`config.mk`:
```
export PLATFORM = sky130hd
export DESIGN_NAME = sgi_div
export DESIGN_NICKNAME = d
export VERILOG_FILES = /design/src/hw/rtl/sgi_pkg.sv /design/src/hw/rtl/sgi_div.sv
export SDC_FILE = /design/constraint.sdc
export NUM_CORES = 2
export LEC_CHECK = 0
export BUFFER_PORTS_ARGS = -buffer_cell sky130_fd_sc_hd__buf_2
export CAP_MARGIN = 20
export CORE_MARGIN = 3
export CORE_UTILIZATION = 30
export CTS_CLUSTER_DIAMETER = 200
export DETAILED_ROUTE_END_ITERATION = 12
export HOLD_SLACK_MARGIN = 0.12
export SLEW_MARGIN = 40
export SYNTH_ARGS = -nofsm -noshare
export SYNTH_HDL_FRONTEND = slang
export SYNTH_SLANG_ARGS = --single-unit
```
`constraint.sdc`:
```
create_clock -name clock -period 6.6 [get_ports clock]
set_input_delay 0.99 -clock clock [delete_from_list [all_inputs] [get_ports clock]]
set_output_delay 0.99 -clock clock [all_outputs]
set_load 0.1 [all_outputs]
```
`src/hw/rtl/sgi_pkg.sv`:
```
// Shared widths and types for the segment intersection unit.
package sgi_pkg;

   localparam int CW      = 16;
   localparam int DW      = CW + 1;
   localparam int PW      = 2 * DW;
   localparam int XW      = PW + 1;
   localparam int MW      = XW + DW;
   localparam int NW      = MW + 2;
   localparam int D2W     = XW + 1;
   localparam int QW      = DW;
   localparam int NPTS    = 4;
   localparam int NTST    = 2 * NPTS;
   localparam int IN_W    = 2 * NPTS * CW;
   localparam int OUT_W   = ((1 + 2 * CW + 7) / 8) * 8;

   typedef logic signed [CW-1:0] coord_type;
   typedef logic signed [DW-1:0] diff_type;
   typedef logic signed [PW-1:0] prod_type;
   typedef logic signed [XW-1:0] cross_type;
   typedef logic [NW-1:0]        num_type;
   typedef logic [D2W-1:0]       den2_type;
   typedef logic [QW-1:0]        quo_type;

   typedef struct packed {
      logic      hit;
      logic      par;
      logic      neg_x;
      logic      neg_y;
      coord_type base_x;
      coord_type base_y;
   } side_type;

endpackage

```
`src/hw/rtl/sgi_div.sv`:
```
// Pipelined restoring divider, one quotient bit per stage.
module sgi_div (
   input  logic              clock,
   input  logic              en,
   input  sgi_pkg::num_type  num_in,
   input  sgi_pkg::den2_type den_in,
   output sgi_pkg::quo_type  quo
);

   sgi_pkg::num_type  rem_ff [sgi_pkg::QW];
   sgi_pkg::den2_type den_ff [sgi_pkg::QW];
   sgi_pkg::quo_type  quo_ff [sgi_pkg::QW];

   for (genvar j = 0; j < sgi_pkg::QW; j++) begin : g_stage
      sgi_pkg::num_type  rem_prev;
      sgi_pkg::den2_type den_prev;
      sgi_pkg::quo_type  quo_prev;
      sgi_pkg::num_type  trial;
      sgi_pkg::num_type  rem_in;
      sgi_pkg::quo_type  quo_in;

      if (j == 0) begin : g_first
         assign rem_prev = num_in;
         assign den_prev = den_in;
         assign quo_prev = '0;
      end else begin : g_next
         assign rem_prev = rem_ff[j-1];
         assign den_prev = den_ff[j-1];
         assign quo_prev = quo_ff[j-1];
      end

      always_comb begin
         trial  = sgi_pkg::num_type'(den_prev) << (sgi_pkg::QW - 1 - j);
         rem_in = rem_prev;
         quo_in = quo_prev;
         if (rem_prev >= trial) begin
            rem_in = rem_prev - trial;
            quo_in[sgi_pkg::QW-1-j] = 1'b1;
         end
      end

      always_ff @(posedge clock) begin
         if (en) begin
            rem_ff[j] <= rem_in;
            den_ff[j] <= den_prev;
            quo_ff[j] <= quo_in;
         end
      end
   end

   assign quo = quo_ff[sgi_pkg::QW-1];

endmodule

```
After elaboration in Yosys (flattened, before gate mapping) --
Memories as Yosys holds them, arrays and structs flattened. Index checks and enable logic that the tools add are counted.
Storage, ports and cells: memory bits (writable) 1819, memory bits (read-only) 0, flip-flop bits (word level) 0, bits in latches 0, memories kept 3, output and inout bits 17, bits of input ports 92
Memories:
- rem_ff | words 17, width 54, read ports 16, clocked after Yosys merged registers in 0, write ports 17, RTL line sgi_div.sv:10 | sgi_pkg::num_type rem_ff [sgi_pkg::QW];
- den_ff | words 17, width 36, read ports 16, clocked after Yosys merged registers in 0, write ports 17, RTL line sgi_div.sv:11 | sgi_pkg::den2_type den_ff [sgi_pkg::QW];
- quo_ff | words 17, width 17, read ports 17, clocked after Yosys merged registers in 0, write ports 17, RTL line sgi_div.sv:12 | sgi_pkg::quo_type quo_ff [sgi_pkg::QW];
Operators by class: add/subtract/negate cells 17, magnitude comparators 17, multiplexer cells 36, equal/unequal tests 0, reduce and logical (&&, ||, !) cells 0, bitwise operators 0, multipliers 0, shift operators 0, div/mod/pow operators 0
Operator list (count):
- two-way mux 54 bit | 17
- greater-or-equal comparator 54 x 36 -> 1 bit | 1
- greater-or-equal comparator 54 x 37 -> 1 bit | 1
- greater-or-equal comparator 54 x 38 -> 1 bit | 1
- greater-or-equal comparator 54 x 39 -> 1 bit | 1
- greater-or-equal comparator 54 x 40 -> 1 bit | 1
- greater-or-equal comparator 54 x 41 -> 1 bit | 1
- greater-or-equal comparator 54 x 42 -> 1 bit | 1
- greater-or-equal comparator 54 x 43 -> 1 bit | 1
- greater-or-equal comparator 54 x 44 -> 1 bit | 1
- greater-or-equal comparator 54 x 45 -> 1 bit | 1
- greater-or-equal comparator 54 x 46 -> 1 bit | 1
- greater-or-equal comparator 54 x 47 -> 1 bit | 1
- greater-or-equal comparator 54 x 48 -> 1 bit | 1
- greater-or-equal comparator 54 x 49 -> 1 bit | 1
- greater-or-equal comparator 54 x 50 -> 1 bit | 1
- greater-or-equal comparator 54 x 51 -> 1 bit | 1
- greater-or-equal comparator 54 x 52 -> 1 bit | 1
- subtractor 54 x 36 -> 54 bit | 1
- subtractor 54 x 37 -> 54 bit | 1
- subtractor 54 x 38 -> 54 bit | 1
- subtractor 54 x 39 -> 54 bit | 1
- subtractor 54 x 40 -> 54 bit | 1
- subtractor 54 x 41 -> 54 bit | 1
- 12 further kinds | 30

Logic depth before layout (Yosys ltp) --
An unclocked memory read counts as a cell.
depth in word-level cells 3, mapped depth 16, mapped depth without buffers 14

Worst setup path before layout --
No wires, ideal clock.
path type in2reg, start point input port num_in[16], end point memory rem_ff[0][17] in the netlist's numbering (data pin), setup slack 2.781 ns, cell stages on the path 14, data arrival time 3.559 ns, buffers on the path 1, path through inv_1 ha_1 inv_1 fa_1 a211oi_1 o21ai_0 a211oi_1 nor2_1 a31oi_1 nand4b_1 a31oi_1 nor2_1 buf_2 mux2_2
RTL lines:
- start: declaration | RTL line sgi_div.sv:5 | input sgi_pkg::num_type num_in,
- end: declaration | RTL line sgi_div.sv:10

==> flow_summary.toml <==
[status]
status = "finished, final reports clean"

[clock_network]
clock_latency_ps = 830
clockBufferDepth = 4
holdBufCountCts = 0
htree_levels = 4
cts-resized-gates = 0
cts_tree = "yes"
clk_pin_slew_ps = 60
root_buffer = "clkbuf_16"
cts_made_buffers = 179
cts_sinks = 1593
post_cts_buffers = 0

[sta]
timing.fmax_ghz = 0.215
final_max_slew_viol_count = 0
max_slew.worst_pin.slew_ps = 897
finalCritPeriodShare = 0.705
finalSetupViolCount = 0
period_needed_ps = 4650
fin_skew_ps = 39.3
slew_headroom = 0.397
hold_ws_ps = 361
fin_ws_ps = 1950
grt_setup_unrepaired = "false"
report.final.hold_viol_count = 0
totalNegativeSetupSlack_ps = 0

[synthesis]
ys_ff_latch = 1593
ys_seq_area_frac = 0.519
ys_warn_count = 0
synthTopCellsByArea = "edfxtp_1, ha_1, a21oi_1"
syn_area_um2 = 92200
synth_edf_count = 1593
synth-main-ff-cell = "edfxtp_1"
synthCells = 8621
netlist.area_leader.share = 0.519
syn_nets = 9341
synth_most_common_cell = "edfxtp_1"
ys_async_sr_fraction = 0
synth_area_leader_cell = "edfxtp_1"
synth_area_per_cell_um2 = 10.7
yosysUniqueCellTypes = 111
synthTopCellsByCount = "edfxtp_1, a21oi_1, inv_1"

[power_and_ir_drop]
p_seq_frac = 0.360
ir_drop_mv = 0.212
cell_internal_pwr_mw = 28.2
pwr-share-comb = 0.427
swShare = 0.374
leakage_nw = 39.7
power_density_nw_per_um2 = 437
p_switching_mw = 16.9
clkPwrFrac = 0.213

[detailed_routing]
drc = 0
postRouteAntennaNets = 0
wl_um = 231000
viasPerCell = 4.98
drt_iter0_markers = 3651
post_drt_wl_per_cell_um = 17.9
first_pass_iters = 6
vias = 64200

[final_layout]
fin_nets = 9421
syn_to_final_growth_pct = 11.9
design_area_um2 = 103000
n_fill_cell = 30100
post-route-util = 0.339
n_antenna_cell = 0
drive_gt1_frac = 0.0718

[flow_run]
maxCapViolations = 0

[setup_path]
end_kind = "flip-flop"
cp.arrival_ps = 5210
crit_path_max_fanout = 30
cpPeakStageDelay_ps = 460
cp.required_ps = 7150
crit_chain = "inv_1 -> ha_1 -> inv_1 -> fa_1 -> a211oi_1 -> o211ai_1 -> a211oi_1 -> nor3_1 -> o21ai_0 -> o2111ai_1 -> a21oi_1 -> nor2b_4 -> buf_8 -> mux2_2"
setup.worst_path.class = "flip-flop to flip-flop"
slowest_stage = "a211oi_1"
setup.worst_path.start_class = "flip-flop"

[floorplan]
dieArea_um2 = 314000
rows = 202
ios = 109
die_h_um = 560
initial_core_util = 0.303
die_w_um = 560
coreArea_um2 = 304000

[grt]
track_usage = 0.143
grt_overflow_total = 0
grt_pass1_vias = 65900
grt_pass1_wl_um = 362000
grt_max_degree = 157
grt_antenna_before_repair = 2

[placed_design]
dpl_worst_slack_ps = 1590
placed_area_um2 = 97500
routabilityCongestion = 0.989
place_hpwl_um = 181000
numPortBuffers = 108

[hold_path]
holdCritPathClass = "input port to flip-flop"
-- final timing paths --
path | start | to | slack [ps] | depth (start not counted)
setup / recovery | rem_ff[0][68] | rem_ff[0][123] | 1950 | 14
hold / removal | num_in[4] | rem_ff[0][4] | 360 | 1
setup reg to reg | rem_ff[0][68] | rem_ff[0][123] | 1950 | 14
hold reg to reg | quo_ff[1][43] | quo_ff[1][60] | 410 | 0
-- critical path: cells and delay by family (launching register included) --
family | cells | cell delay (ps)
adders and majority gates | 2 | 610
and+or+nand+nor | 2 | 710
buffers and inverters | 3 | 390
DFF | 1 | 390
AOI/OAI and AO/OA | 6 | 1910
muxes | 1 | 360
-- cell families (layout without fill, tap and decap cells) --
family	Yosys count	in the layout	share of synthesized area
multiplexers	89	89	0.0111
buffers and inverters	1060	1266	0.0446
flip-flops	1593	1593	0.519
XOR/XNOR	663	663	0.0630
adder cells (fa/ha/maj)	628	628	0.0865
AO/OA/AOI/OAI	2365	2365	0.159
AND/OR/NAND/NOR	2223	2223	0.117
-- power groups by stage --
stage	Clock, mW	Sequential [mW]	Combinational [mW]
2_1_floorplan	0	15.7	14.3
3_3_place_gp	0	16.4	18.8
3_5_place_dp	0	16.4	19.0
4_1_cts	9.99	16.2	19.1
5_1_grt	10.4	16.5	21.3
6_report	9.62	16.2	19.3
-- per-layer routing --
layer	vias to the layer above	GRT usage	part of all wire
li1	31800	-	-
met1	30100	0.153	0.39
met2	1635	0.266	0.51
met3	639	0.0170	0.032
met4	0	0.0868	0.067
met5	-	0	0
-- cells in the final DEF, fill, tap and decap left out, types with 288 or more instances in the layout --
| master | count |
|---|---|
| ha_1 | 612 |
| a21oi_1 | 814 |
| a21o_1 | 324 |
| edfxtp_1 | 1593 |
| inv_1 | 773 |
| xnor2_1 | 375 |
| nor2_1 | 526 |
| nand2_1 | 693 |
| o21ai_0 | 583 |
| xor2_1 | 288 |
-- sequential cells by signal (all words and copies together) (netlist names) --
signal  count
rem_ff    864
den_ff    576
quo_ff    153
-- metrics by stage --
step                power [mW]  instances
finish                    45.1      12900
global route              48.2      12900
CTS                       45.3      12900
detailed placement        35.4      12600
global placement          35.1      12600
floorplan                 30.1       8621
-- cell type report --
class	instances	area, um^2	area share
Multi-Input combinational cell	5968	40500	0.392
Sequential cell	1593	47800	0.464
Clock inverter	86	845	0.00819
Clock buffer	221	4720	0.0458
Inverter	776	2910	0.0282
Tap cell	4080	5100	0.0495
Timing Repair Buffer	183	1260	0.0122
No activity file was read; power rests on OpenSTA's default activity.
